$ cat config.mk
export PLATFORM = sky130hd
export DESIGN_NAME = gait_support_phase_fsm
export DESIGN_NICKNAME = d
export VERILOG_FILES = /design/src/rtl/gspf_pkg.sv /design/src/rtl/gait_support_phase_fsm.sv /design/src/rtl/gspf_next.sv
export SDC_FILE = /design/constraint.sdc
export NUM_CORES = 1
export LEC_CHECK = 0
export BUFFER_PORTS_ARGS = -buffer_cell sky130_fd_sc_hd__clkbuf_2
export CORE_ASPECT_RATIO = 1.25
export CORE_MARGIN = 2
export CORE_UTILIZATION = 55
export DETAILED_ROUTE_END_ITERATION = 6
export GPL_TIMING_DRIVEN = 1
export PLACE_DENSITY_LB_ADDON = 0.12
export SLEW_MARGIN = 25
export SYNTH_ARGS = -nofsm -noshare
export SYNTH_HDL_FRONTEND = slang
export SYNTH_SLANG_ARGS = --single-unit
export TNS_END_PERCENT = 100
$ cat constraint.sdc
create_clock -name clk -period 6.7 [get_ports clk]
set_input_delay 1.34 -clock clk [delete_from_list [all_inputs] [get_ports clk]]
set_output_delay 1.34 -clock clk [all_outputs]
set_load 0.005 [all_outputs]
$ cat src/rtl/gspf_pkg.sv
// shared types and constants of the gait support phase state machine
package gspf_pkg;

    localparam int unsigned TIME_W  = 32;
    localparam int unsigned COUNT_W = 16;
    localparam int unsigned PRE_W   = 8;
    localparam int unsigned REF_W   = 16;
    localparam int unsigned THR_W   = 15;
    localparam int unsigned CFG_IDX_W = 3;

    localparam int unsigned IN_TDATA_W  = 88;
    localparam int unsigned OUT_TDATA_W = 88;

    // configuration register indexes
    localparam logic [CFG_IDX_W-1:0] CFG_STEP_TICKS     = 3'd0;
    localparam logic [CFG_IDX_W-1:0] CFG_DS_TICKS       = 3'd1;
    localparam logic [CFG_IDX_W-1:0] CFG_DS_TO_SS_TICKS = 3'd2;
    localparam logic [CFG_IDX_W-1:0] CFG_STEPS_BEFORE   = 3'd3;
    localparam logic [CFG_IDX_W-1:0] CFG_REF_THRESHOLD  = 3'd4;

    // configuration reset values
    localparam logic [TIME_W-1:0]  STEP_TICKS_RST     = 32'd160;
    localparam logic [TIME_W-1:0]  DS_TICKS_RST       = 32'hFFFF_FFFF;
    localparam logic [TIME_W-1:0]  DS_TO_SS_TICKS_RST = 32'd160;
    localparam logic [COUNT_W-1:0] STEPS_BEFORE_RST   = 16'd200;
    localparam logic [THR_W-1:0]   REF_THRESHOLD_RST  = 15'd0;

    typedef enum logic {
        PHASE_DS = 1'b0,
        PHASE_SS = 1'b1
    } phase_t;

    typedef enum logic {
        FOOT_LEFT  = 1'b0,
        FOOT_RIGHT = 1'b1
    } foot_t;

    typedef struct packed {
        logic [TIME_W-1:0]  step_ticks;
        logic [TIME_W-1:0]  double_support_ticks;
        logic [TIME_W-1:0]  ds_to_ss_ticks;
        logic [COUNT_W-1:0] steps_before_stop;
        logic [THR_W-1:0]   ref_threshold;
    } gspf_cfg_t;

    typedef struct packed {
        logic signed [REF_W-1:0] ref_turn;
        logic signed [REF_W-1:0] ref_side;
        logic signed [REF_W-1:0] ref_fwd;
        logic [PRE_W-1:0]        preview_index;
        logic [TIME_W-1:0]       now_ticks;
    } gspf_item_t;

    typedef struct packed {
        phase_t             phase;
        foot_t              foot;
        logic [TIME_W-1:0]  limit;
        logic [COUNT_W-1:0] steps_left;
        logic [COUNT_W-1:0] step_count;
        logic [COUNT_W-1:0] instants;
    } gspf_state_t;

endpackage

$ cat src/rtl/gait_support_phase_fsm.sv
// top level of the gait support phase state machine
//
// usage
// - s_* channel: one beat per evaluation, tdata holds time, preview offset
//   and the three velocity reference components
// - m_* channel: exactly one result beat per input beat, in order, holding
//   the new phase, foot, limit, counters and a changed flag
// - cfg_* channel: register writes, always ready; write only while idle
// - each beat passes the input register, then the result register; one beat
//   per cycle sustained while m_tready stays high
// - the phase state advances when a beat moves from the input register into
//   the result register, so the next beat sees it in the following cycle
// - a stalled m_tready holds the result register; the input register still
//   takes one beat, after which s_tready drops until the result is taken
// - reset puts the machine in double support on the left foot with limit
//   and counters at zero, and loads the register defaults
// - a write to an index past the last register is accepted and dropped
module gait_support_phase_fsm (
    input  logic                                 clk,
    input  logic                                 rst_n,
    // fields low to high: now_ticks[31:0], preview_index[39:32],
    // ref_fwd[55:40], ref_side[71:56], ref_turn[87:72]
    input  logic [gspf_pkg::IN_TDATA_W-1:0]      s_tdata,
    input  logic                                 s_tvalid,
    output logic                                 s_tready,
    // fields low to high: phase_out[0], foot_out[1], limit_out[33:2],
    // steps_left_out[49:34], step_count_out[65:50], instants_out[81:66],
    // changed[82], zero pad[87:83]
    output logic [gspf_pkg::OUT_TDATA_W-1:0]     m_tdata,
    output logic                                 m_tvalid,
    input  logic                                 m_tready,
    input  logic                                 cfg_valid,
    output logic                                 cfg_ready,
    input  logic [gspf_pkg::CFG_IDX_W-1:0]       cfg_index,
    input  logic [gspf_pkg::TIME_W-1:0]          cfg_data
);
    import gspf_pkg::*;

    gspf_cfg_t   cfg_reg;
    gspf_state_t state_reg;
    gspf_state_t state_next;
    gspf_item_t  in_item_reg;
    logic        in_valid_reg;
    gspf_state_t out_state_reg;
    logic        out_changed_reg;
    logic        out_valid_reg;
    logic        changed_next;
    logic        out_advance;
    logic        eval;

    // configuration is always taken
    assign cfg_ready = 1'b1;

    always_ff @(posedge clk or negedge rst_n)
    begin
        if (!rst_n)
        begin
            cfg_reg.step_ticks           <= STEP_TICKS_RST;
            cfg_reg.double_support_ticks <= DS_TICKS_RST;
            cfg_reg.ds_to_ss_ticks       <= DS_TO_SS_TICKS_RST;
            cfg_reg.steps_before_stop    <= STEPS_BEFORE_RST;
            cfg_reg.ref_threshold        <= REF_THRESHOLD_RST;
        end
        else if (cfg_valid && cfg_ready)
        begin
            unique case (cfg_index)
                CFG_STEP_TICKS:     cfg_reg.step_ticks           <= cfg_data;
                CFG_DS_TICKS:       cfg_reg.double_support_ticks <= cfg_data;
                CFG_DS_TO_SS_TICKS: cfg_reg.ds_to_ss_ticks       <= cfg_data;
                CFG_STEPS_BEFORE:   cfg_reg.steps_before_stop    <= cfg_data[COUNT_W-1:0];
                CFG_REF_THRESHOLD:  cfg_reg.ref_threshold        <= cfg_data[THR_W-1:0];
                default:            ;
            endcase
        end
    end

    // result register moves when empty or when its beat is taken
    assign out_advance = !out_valid_reg || m_tready;
    assign s_tready    = !in_valid_reg || out_advance;
    assign eval        = in_valid_reg && out_advance;

    // input register
    always_ff @(posedge clk or negedge rst_n)
    begin
        if (!rst_n)
        begin
            in_valid_reg <= 1'b0;
        end
        else if (s_tready)
        begin
            in_valid_reg <= s_tvalid;
        end
    end

    always_ff @(posedge clk)
    begin
        if (s_tready && s_tvalid)
        begin
            in_item_reg <= s_tdata;
        end
    end

    gspf_next u_next (
        .cfg     (cfg_reg),
        .item    (in_item_reg),
        .cur     (state_reg),
        .nxt     (state_next),
        .changed (changed_next)
    );

    // phase state, updated once per evaluated beat
    always_ff @(posedge clk or negedge rst_n)
    begin
        if (!rst_n)
        begin
            state_reg.phase      <= PHASE_DS;
            state_reg.foot       <= FOOT_LEFT;
            state_reg.limit      <= '0;
            state_reg.steps_left <= '0;
            state_reg.step_count <= '0;
            state_reg.instants   <= '0;
        end
        else if (eval)
        begin
            state_reg <= state_next;
        end
    end

    // result register
    always_ff @(posedge clk or negedge rst_n)
    begin
        if (!rst_n)
        begin
            out_valid_reg <= 1'b0;
        end
        else if (out_advance)
        begin
            out_valid_reg <= in_valid_reg;
        end
    end

    always_ff @(posedge clk)
    begin
        if (eval)
        begin
            out_state_reg   <= state_next;
            out_changed_reg <= changed_next;
        end
    end

    assign m_tvalid = out_valid_reg;
    assign m_tdata  = {5'b0,
                       out_changed_reg,
                       out_state_reg.instants,
                       out_state_reg.step_count,
                       out_state_reg.steps_left,
                       out_state_reg.limit,
                       out_state_reg.foot,
                       out_state_reg.phase};

endmodule

$ cat src/rtl/gspf_next.sv
// next-state logic of the support phase machine for one beat
module gspf_next (
    input  gspf_pkg::gspf_cfg_t   cfg,
    input  gspf_pkg::gspf_item_t  item,
    input  gspf_pkg::gspf_state_t cur,
    output gspf_pkg::gspf_state_t nxt,
    output logic                  changed
);
    import gspf_pkg::*;

    logic [REF_W-1:0]   mag_fwd;
    logic [REF_W-1:0]   mag_side;
    logic [REF_W-1:0]   mag_turn;
    logic               given;
    logic [TIME_W:0]    at_sum;
    logic [TIME_W:0]    short_sum;
    logic [TIME_W-1:0]  short_limit;
    logic               shorten;
    logic [TIME_W-1:0]  limit_mid;
    logic [COUNT_W-1:0] steps_mid;
    logic               hit;
    logic [TIME_W+1:0]  ds_sum;
    logic [TIME_W+1:0]  ss_sum;
    logic [TIME_W-1:0]  ds_limit;
    logic [TIME_W-1:0]  ss_limit;

    // magnitude of a two's complement value; most negative gives 32768
    function automatic logic [REF_W-1:0] magnitude(input logic signed [REF_W-1:0] v);
        logic [REF_W-1:0] r;
        begin
            r = v[REF_W-1] ? (~v + 1'b1) : v;
            return r;
        end
    endfunction

    // preview plus a duration can carry into the second extra bit
    function automatic logic [TIME_W-1:0] sat_limit(input logic [TIME_W+1:0] s);
        logic [TIME_W-1:0] r;
        begin
            r = (s[TIME_W+1:TIME_W] != 2'b00) ? {TIME_W{1'b1}} : s[TIME_W-1:0];
            return r;
        end
    endfunction

    always_comb
    begin
        mag_fwd  = magnitude(item.ref_fwd);
        mag_side = magnitude(item.ref_side);
        mag_turn = magnitude(item.ref_turn);
        given = (mag_fwd > {1'b0, cfg.ref_threshold}) ||
                (mag_side > {1'b0, cfg.ref_threshold}) ||
                (mag_turn > {1'b0, cfg.ref_threshold});

        at_sum    = {1'b0, item.now_ticks} + {{(TIME_W + 1 - PRE_W){1'b0}}, item.preview_index};
        short_sum = {1'b0, item.now_ticks} + {1'b0, cfg.ds_to_ss_ticks};
        short_limit = sat_limit({1'b0, short_sum});

        // a reference in double support pulls the limit in
        shorten = given && (cur.phase == PHASE_DS) && ({1'b0, cur.limit} > short_sum);
        limit_mid = shorten ? short_limit : cur.limit;
        steps_mid = shorten ? cfg.steps_before_stop : cur.steps_left;

        hit = at_sum >= {1'b0, limit_mid};

        ds_sum   = {1'b0, at_sum} + {2'b00, cfg.double_support_ticks};
        ss_sum   = {1'b0, at_sum} + {2'b00, cfg.step_ticks};
        ds_limit = sat_limit(ds_sum);
        ss_limit = sat_limit(ss_sum);
    end

    always_comb
    begin
        nxt            = cur;
        nxt.instants   = cur.instants + 1'b1;
        nxt.limit      = limit_mid;
        nxt.steps_left = steps_mid;
        changed        = 1'b0;
        if (hit)
        begin
            priority if (cur.phase == PHASE_SS && !given && steps_mid == '0)
            begin
                nxt.phase    = PHASE_DS;
                nxt.limit    = ds_limit;
                nxt.instants = '0;
                changed      = 1'b1;
            end
            else if (cur.phase == PHASE_DS && (given || steps_mid != '0))
            begin
                nxt.phase      = PHASE_SS;
                nxt.limit      = ss_limit;
                nxt.steps_left = cfg.steps_before_stop;
                nxt.instants   = '0;
                changed        = 1'b1;
            end
            else if ((cur.phase == PHASE_SS && steps_mid != '0) ||
                     (steps_mid == '0 && given))
            begin
                nxt.foot     = (cur.foot == FOOT_LEFT) ? FOOT_RIGHT : FOOT_LEFT;
                nxt.limit    = ss_limit;
                nxt.instants = '0;
                changed      = 1'b1;
                if (item.preview_index != 8'd1)
                begin
                    nxt.step_count = cur.step_count + 1'b1;
                end
                nxt.steps_left = given ? cfg.steps_before_stop : (steps_mid - 1'b1);
            end
            else
            begin
                // double support with no reference and no steps left: stay
            end
        end
    end

endmodule

==> out/metrics.yaml, run 1 <==
syn_inst: 2425
synth-seq-cells: 382
synth_top_area_share_pct: 20.43
dieWidth_um: 195.2
ff2ff_setup_slack_ns: -0.80
area_growth_pct: 29.87
crit_path_max_incr_delay_ns: 0.44
r2r-start: "in_item_reg[0]"
synthXorXnorAreaFrac_pct: 7.179
endpoint_kind: "flop"
tightest_slew_ns: 1.045
drc_errors: 0
irDropWorstVdd_v: 0.0002782
grt_pass1_vias: 22890
critPathMaxFanout: 7
portBuffers: 212
grt_overflow: 0
fmax_mhz: 133.3
rr_endpoint: "state_reg[74]"
yosys_most_used_dff: "dfrtp_1"
synth_edf_count: 171
final_max_slew_viol_count: 0
htree_levels: 2
grt_max_degree: 113
syn_area_per_cell_sq_um: 10.36
violations: "setup timing"
slowest_stage: "edfxtp_1"
ys_types: 92
crit_path_end: "state_reg[74]"
p_per_area_nw_per_um2: 431.0
crit_start: "in_item_reg[0]"
ys_seq_area_share_pct: 41.64
synth_top_area_cell: "edfxtp_1"
synth_top_family_by_area: "compound AO/OA/AOI/OAI gates"
ys_top_cells_by_count: "ha_1 (220), nand2_1 (213), dfrtp_1 (172)"
cts_hold_buf: 0
fin_tns_setup_ns: -92.83
dp_slack_ns: -1.439
layout_setup_ws_ns: -0.8038
worstPathRequired_ns: 7.17
yosysMostFrequentCell: "ha_1"
drv_cap: 0
final_nets: 3350
clk_latency_ns: 0.59
synth-adder-area-share_pct: 11.27
synthSimpleGateAreaFrac_pct: 13.50
dieArea_sq_um: 47430
fin_skew_ns: 0.01546
async_flop_share_pct: 55.24
final_core_utilization_pct: 72.42
start_util_pct: 55.76
status: "finished, violations left"
grt_pass1_wl_um: 132600
wl_um: 89230
dp_hpwl_um: 67340
antenna_found_initial: 1
cpMostUsedCell: "buf_6"
ant_nets: 0
cts_tree: "yes"
hold_path_class: "reg2reg"
min_period_ns: 7.504
largest_reg_flops: 127
rsz0062_at_grt: "yes"
cts.sinks: 382
path_clk_slew_ns: 0.06
maxSlewHeadroom_pct: 30.34
ys_top_cells_by_area: "edfxtp_1 (20%), dfrtp_1 (17%), ha_1 (11%), mux2_2 (7.1%), xnor2_1 (4.7%)"
cts_buffers: 42
drtIter0Drc: 1543
routed-via-count: 22570
die_y_um: 243.0
critPathArrivalTime_ns: 7.97
synth_mux_area_share_pct: 8.135
cp-start-kind: "flop"
clockBufferDepth: 3
path_class: "reg2reg"
rows: 87
place.gp.congestion: 1.044
synth-compound-area-share_pct: 15.71
coreArea_sq_um: 45070
drive_gt1_share_pct: 36.25
track_usage_pct: 36.86
wl_per_cell_um: 24.72
setup_viol: 165
p_leak_nw: 14.34
vias_per_cell: 6.251
dpl.cell_count: 3489
insertedDiodeCount: 0
finalCritPeriodShare_pct: 112.0
hold_viol: 0
r2r_cells: 32
cts-root-buf: "clkbuf_16"
first_pass_iters: 6
yosysWarnings: 0
final_cells: 3610
syn_area_sq_um: 25130
ioPinCount: 219
## metal layers
| layer | part of all wire [%] | up-vias | global-route usage (%) |
|---|---|---|---|
| met2 | 49 | 989 | 63.95 |
| met3 | 5.9 | 304 | 4.974 |
| met1 | 37 | 11070 | 42.03 |
| li1 | - | 10200 | - |
| met5 | 0 | - | 0 |
| met4 | 8.1 | 0 | 25.75 |
## worst min-delay path by stage
stage,startpoint,cells after the start,end,slack [ns]
6_report,state_reg[31],1,state_reg[31],0.48
5_1_grt,state_reg[31],1,state_reg[31],0.51
4_1_cts,state_reg[31],1,state_reg[31],0.49
3_5_place_dp,state_reg[31],1,state_reg[31],0.48
3_3_place_gp,state_reg[48],2,state_reg[48],0.47
2_1_floorplan,state_reg[48],2,state_reg[48],0.45
## worst max-delay path, delay by kind of cell (launching register included)
family                     cells  cell delay, ns
buffers and inverters          5            0.61
adders and majority gates      4            1.06
DFF                            1            0.44
AOI/OAI and AO/OA             10            2.48
xor gates and xnor gates       1            0.24
muxes                          2            0.58
and+or+nand+nor               10            1.93
## per-stage QoR
| step | hold slack [ns] | cell area, sq um | power (W) |
|---|---|---|---|
| 3_5_place_dp | 0.4792 | 29430 | 0.01035 |
| 3_3_place_gp | 0.4696 | 29430 | 0.01024 |
| 5_1_grt | 0.5060 | 32640 | 0.01474 |
| 4_1_cts | 0.4886 | 32040 | 0.01356 |
| 2_1_floorplan | 0.4485 | 25320 | 0.007332 |
| 6_report | 0.4833 | 32640 | 0.01407 |
## placed cells by master, fill, tap and decap left out, types with 77 or more instances in the layout
master / count
buf_4: 351
xnor2_1: 127
nand2_1: 202
ha_1: 201
dfrtp_1: 172
clkbuf_2: 211
inv_1: 77
edfxtp_1: 171
mux2_2: 154
o21ai_0: 95
a21oi_1: 125
nor2_1: 116
## cell families after synthesis
| family | Yosys count |
|---|---|
| buffers and inverters | 154 |
| and+or+nand+nor | 676 |
| AOI/OAI and AO/OA | 597 |
| adders and majority gates | 224 |
| xor gates and xnor gates | 206 |
| other | 2 |
| DFF | 382 |
| muxes | 184 |
## what timing repair did
item	CTS	global route
gates cloned	3	1
pin swaps	67	55
hold endpoints to repair	0	0
setup endpoints to repair	165	165
gates resized for setup	195	111
buffers inserted	29	17
## power by group
| part | switching, W | internal (W) | total [W] |
|---|---|---|---|
| Sequential | 0.000521 | 0.00318 | 0.00370 |
| Combinational | 0.00419 | 0.00369 | 0.00787 |
| Clock | 0.00102 | 0.00148 | 0.00249 |
| Total | 0.00572 | 0.00834 | 0.0141 |
## layout make-up
class,count,area (sq um)
Tap cell,578,723.2
Clock buffer,56,1175
Fill cell,3236,12430
Clock inverter,22,296.5
Multi-Input combinational cell,1893,15500
Inverter,83,314.1
Timing Repair Buffer,596,4161
Sequential cell,382,10460
(Power assumes the default switching activity.)
==> inputs of run 2 (changes only) <==
ABC_AREA = 1   (was not set)
GPL_TIMING_DRIVEN = not set   (was 1)
==> run 2 against run 1 <==
  * The flow now finishes without violations
  * Worst hold slack improved by 0.0067 ns
  * Highest routed layer is now met5
  * Via count grew 5.7%
  * Setup slack better by 0.89 ns
  * Area after synthesis grew 3.6%
==> out/metrics.yaml, run 2 <==
nFillCells: 3901  # +21%
status: "complete, no violations"
ys_seq_area_share_pct: 40.21  # -1.4 points
use_met2_pct: 56.23  # -7.7 points
synth-seq-cells: 382  # unchanged
grt_pass1_vias: 23360  # +2.1%
path_clk_slew_ns: 0.07  # about the same
pwr-share-comb_pct: 58.2  # +2.2 points
yosysMostFrequentCell: "nand2_1"
pwr-share-clk_pct: 16.0  # -1.7 points
crit_path_max_incr_delay_ns: 0.56  # +0.12 ns
ff2ff_setup_slack_ns: 0.08  # +0.89 ns
cts-root-buf: "clkbuf_16"
p_leak_nw: 15.13  # +5.5%
min_period_ns: 6.617  # -0.8864 ns
synth_edf_count: 171  # unchanged
clockBufferDepth: 3  # unchanged
grt_overflow: 0  # unchanged
tightest_slew_ns: 0.9371  # -0.1078 ns
ant_nets: 0  # unchanged
htree_levels: 2  # unchanged
ys_top_cells_by_count: "nand2_1 (823), inv_1 (334), o21ai_0 (265)"
rr_endpoint: "m_tdata[10]"
layout_commonest_cell: "nand2_1"
hold_viol: 0  # unchanged
cts.sinks: 382  # unchanged
synth_top_area_share_pct: 19.73  # -0.70 points
busiest_layer: "met2"
dieArea_sq_um: 49090  # +3.5%
cts_buffers: 40  # -4.8%
routed-via-count: 23850  # +5.7%
grt_pass1_wl_um: 125300  # -5.5%
rsz0062_at_grt: "yes"
holdPathStages: 2  # +1
final_core_utilization_pct: 68.05  # -4.4 points
p_per_area_nw_per_um2: 451.5  # +4.8%
switching_share_pct: 44.06  # +3.4 points
path_class: "reg2reg"
largest_reg_flops: 127  # unchanged
crit_start: "cfg_reg[36]"
maxSlewHeadroom_pct: 37.35  # +7.0 points
rows: 89  # +2.3%
start_util_pct: 55.38  # -0.38 points
r2r_cells: 42  # +31%
cpMostUsedCell: "buf_4"
async_flop_share_pct: 55.24  # unchanged
final_cells: 4270  # +18%
yosys_most_used_dff: "dfrtp_1"
fmax_mhz: 151.1  # +13%
coreArea_sq_um: 46990  # +4.3%
fin_tns_setup_ns: 0  # +92.83 ns
wl_per_cell_um: 19.29  # -22%
grt_max_degree: 149  # +32%
clk_latency_ns: 0.59  # about the same
portBuffers: 212  # unchanged
slowest_stage: "dfstp_2"
fin_skew_ns: 0.02666  # +0.01120 ns
intPower_w: 0.008078  # -3.2%
total_power_w: 0.01444  # +2.7%
endpoint_kind: "flop"
syn_inst: 3184  # +31%
die_y_um: 247.2  # +1.7%
insertedDiodeCount: 0  # unchanged
synth_top_area_cell: "edfxtp_1"
most-common-layout-cells: "nand2_1 (781), inv_1 (324), o21ai_0 (226)"
irDropWorstVdd_v: 0.0002780  # about the same
drv_cap: 0  # unchanged
whs_ns: 0.4900  # +0.006699 ns
antenna_found_initial: 2  # +1
ioPinCount: 219  # unchanged
power_frac_seq_pct: 25.8  # -0.5 points
grtUsageMet3_pct: 4.433  # -0.54 points
min_from: "state_reg[30]"
place.gp.congestion: 0.9830  # -5.8%
worstPathRequired_ns: 7.02  # -0.15 ns
hold_path_class: "reg2reg"
syn_area_per_cell_sq_um: 8.174  # -21%
area_growth_pct: 22.88
yosysWarnings: 0  # unchanged
dieWidth_um: 198.6  # +1.7%
power.switching_w: 0.006362  # +11%
track_usage_pct: 33.27  # -3.6 points
ys_top_cells_by_area: "edfxtp_1 (20%), dfrtp_1 (17%), nand2_1 (12%), ha_1 (11%), o21ai_0 (5.1%)"
syn_area_sq_um: 26020  # +3.6%
vias_per_cell: 5.585  # -11%
drtIter0Drc: 1490  # -3.4%
ys_types: 65  # -29%
cts_tree: "yes"
finalCritPeriodShare_pct: 98.77  # -13 points
met1_usage_pct: 42.59  # +0.56 points
r2r-start: "cfg_reg[36]"
drive_gt1_share_pct: 23.12  # -13 points
critPathArrivalTime_ns: 6.94  # -1.03 ns
hold-path-endpoint: "state_reg[30]"
dp_hpwl_um: 63160  # -6.2%
setup_viol: 0  # -100%
first_pass_iters: 6  # unchanged
wl_um: 82350  # -7.7%
final_nets: 3954  # +18%
drc_errors: 0  # unchanged
final_max_slew_viol_count: 0  # unchanged
cp-start-kind: "flop"
dpl.cell_count: 4162  # +19%
critPathMaxFanout: 7  # unchanged
[run 2: cell types whose count changed after synthesis, sizes merged, moves of 77 or more]
| cell | previous run | this run |
|---|---|---|
| nand3 | 53 | 151 |
| inv | 83 | 342 |
| nand2 | 214 | 856 |
| o21ai | 129 | 287 |
| mux2 | 159 | 0 |
| nor2 | 145 | 238 |
| xnor2 | 134 | 57 |
[run 2: how the worst max path moves through the flow]
stage | cells after the start | endpoint
after CTS | 47 | m_tdata[16]
after detailed placement | 46 | m_tdata[64]
after global placement | 50 | m_tdata[10]
after floorplan | 44 | m_tdata[64]
after global routing | 52 | state_reg[10]
final | 42 | m_tdata[10]
[run 2: power groups by stage]
stage	clock network (W)	logic (W)	registers, W
CTS	0.00233	0.00771	0.00370
detailed placement	0	0.00712	0.00372
finish	0.00230	0.00841	0.00373
global route	0.00242	0.00916	0.00378
global placement	0	0.00695	0.00372
floorplan	0	0.00437	0.00356
[run 2: cells by family after synthesis]
kind of cell / synth area share, %
buffers and inverters: 6.692
XOR/XNOR: 5.620
adder cells (fa/ha/maj): 10.88
AND/OR/NAND/NOR: 22.63
AO/OA/AOI/OAI: 13.94
other: 0.02886
flip-flops: 40.21
[run 2: timing repair]
action,CTS,global route
endpoints found under the setup margin,165,165
resized for setup,111,176
gates cloned,5,1
setup buffers,16,19
pin swaps,50,77
hold buffers,0,0
[run 2: routing by layer]
layer	wire, um	part of all wire, %
met2	39790	48
met3	5149	6.3
met1	33740	41
met4	3653	4.4
met5	13	0.016
[run 2: worst max-delay path: cells and delay by family (launching register included)]
family | cells | cell delay (ns)
simple gates | 16 | 1.72
compound gates | 8 | 1.21
fa+ha+maj | 3 | 0.91
buf+inv | 14 | 1.75
flops | 1 | 0.56
xor+xnor | 1 | 0.17
[run 2: layout make-up]
class                      count  area (sq um)  share of cell area [%]
tap                          637         797.0                   2.492
timing repair buffer         456          3186                   9.961
clock inverter                19         219.0                  0.6847
clock buffer                  54          1116                   3.490
multi-input combinational   2379         14880                   46.53
inverter                     343          1319                   4.124
sequential                   382         10460                   32.72
[run 2: metrics by stage]
stage,setup slack (ns),instance area (sq um)
floorplan,0.1846,26040
global placement,-0.6979,29150
detailed placement,-0.8604,29150
CTS,-0.01260,31130
global route,-0.1325,31980
finish,0.08267,31980
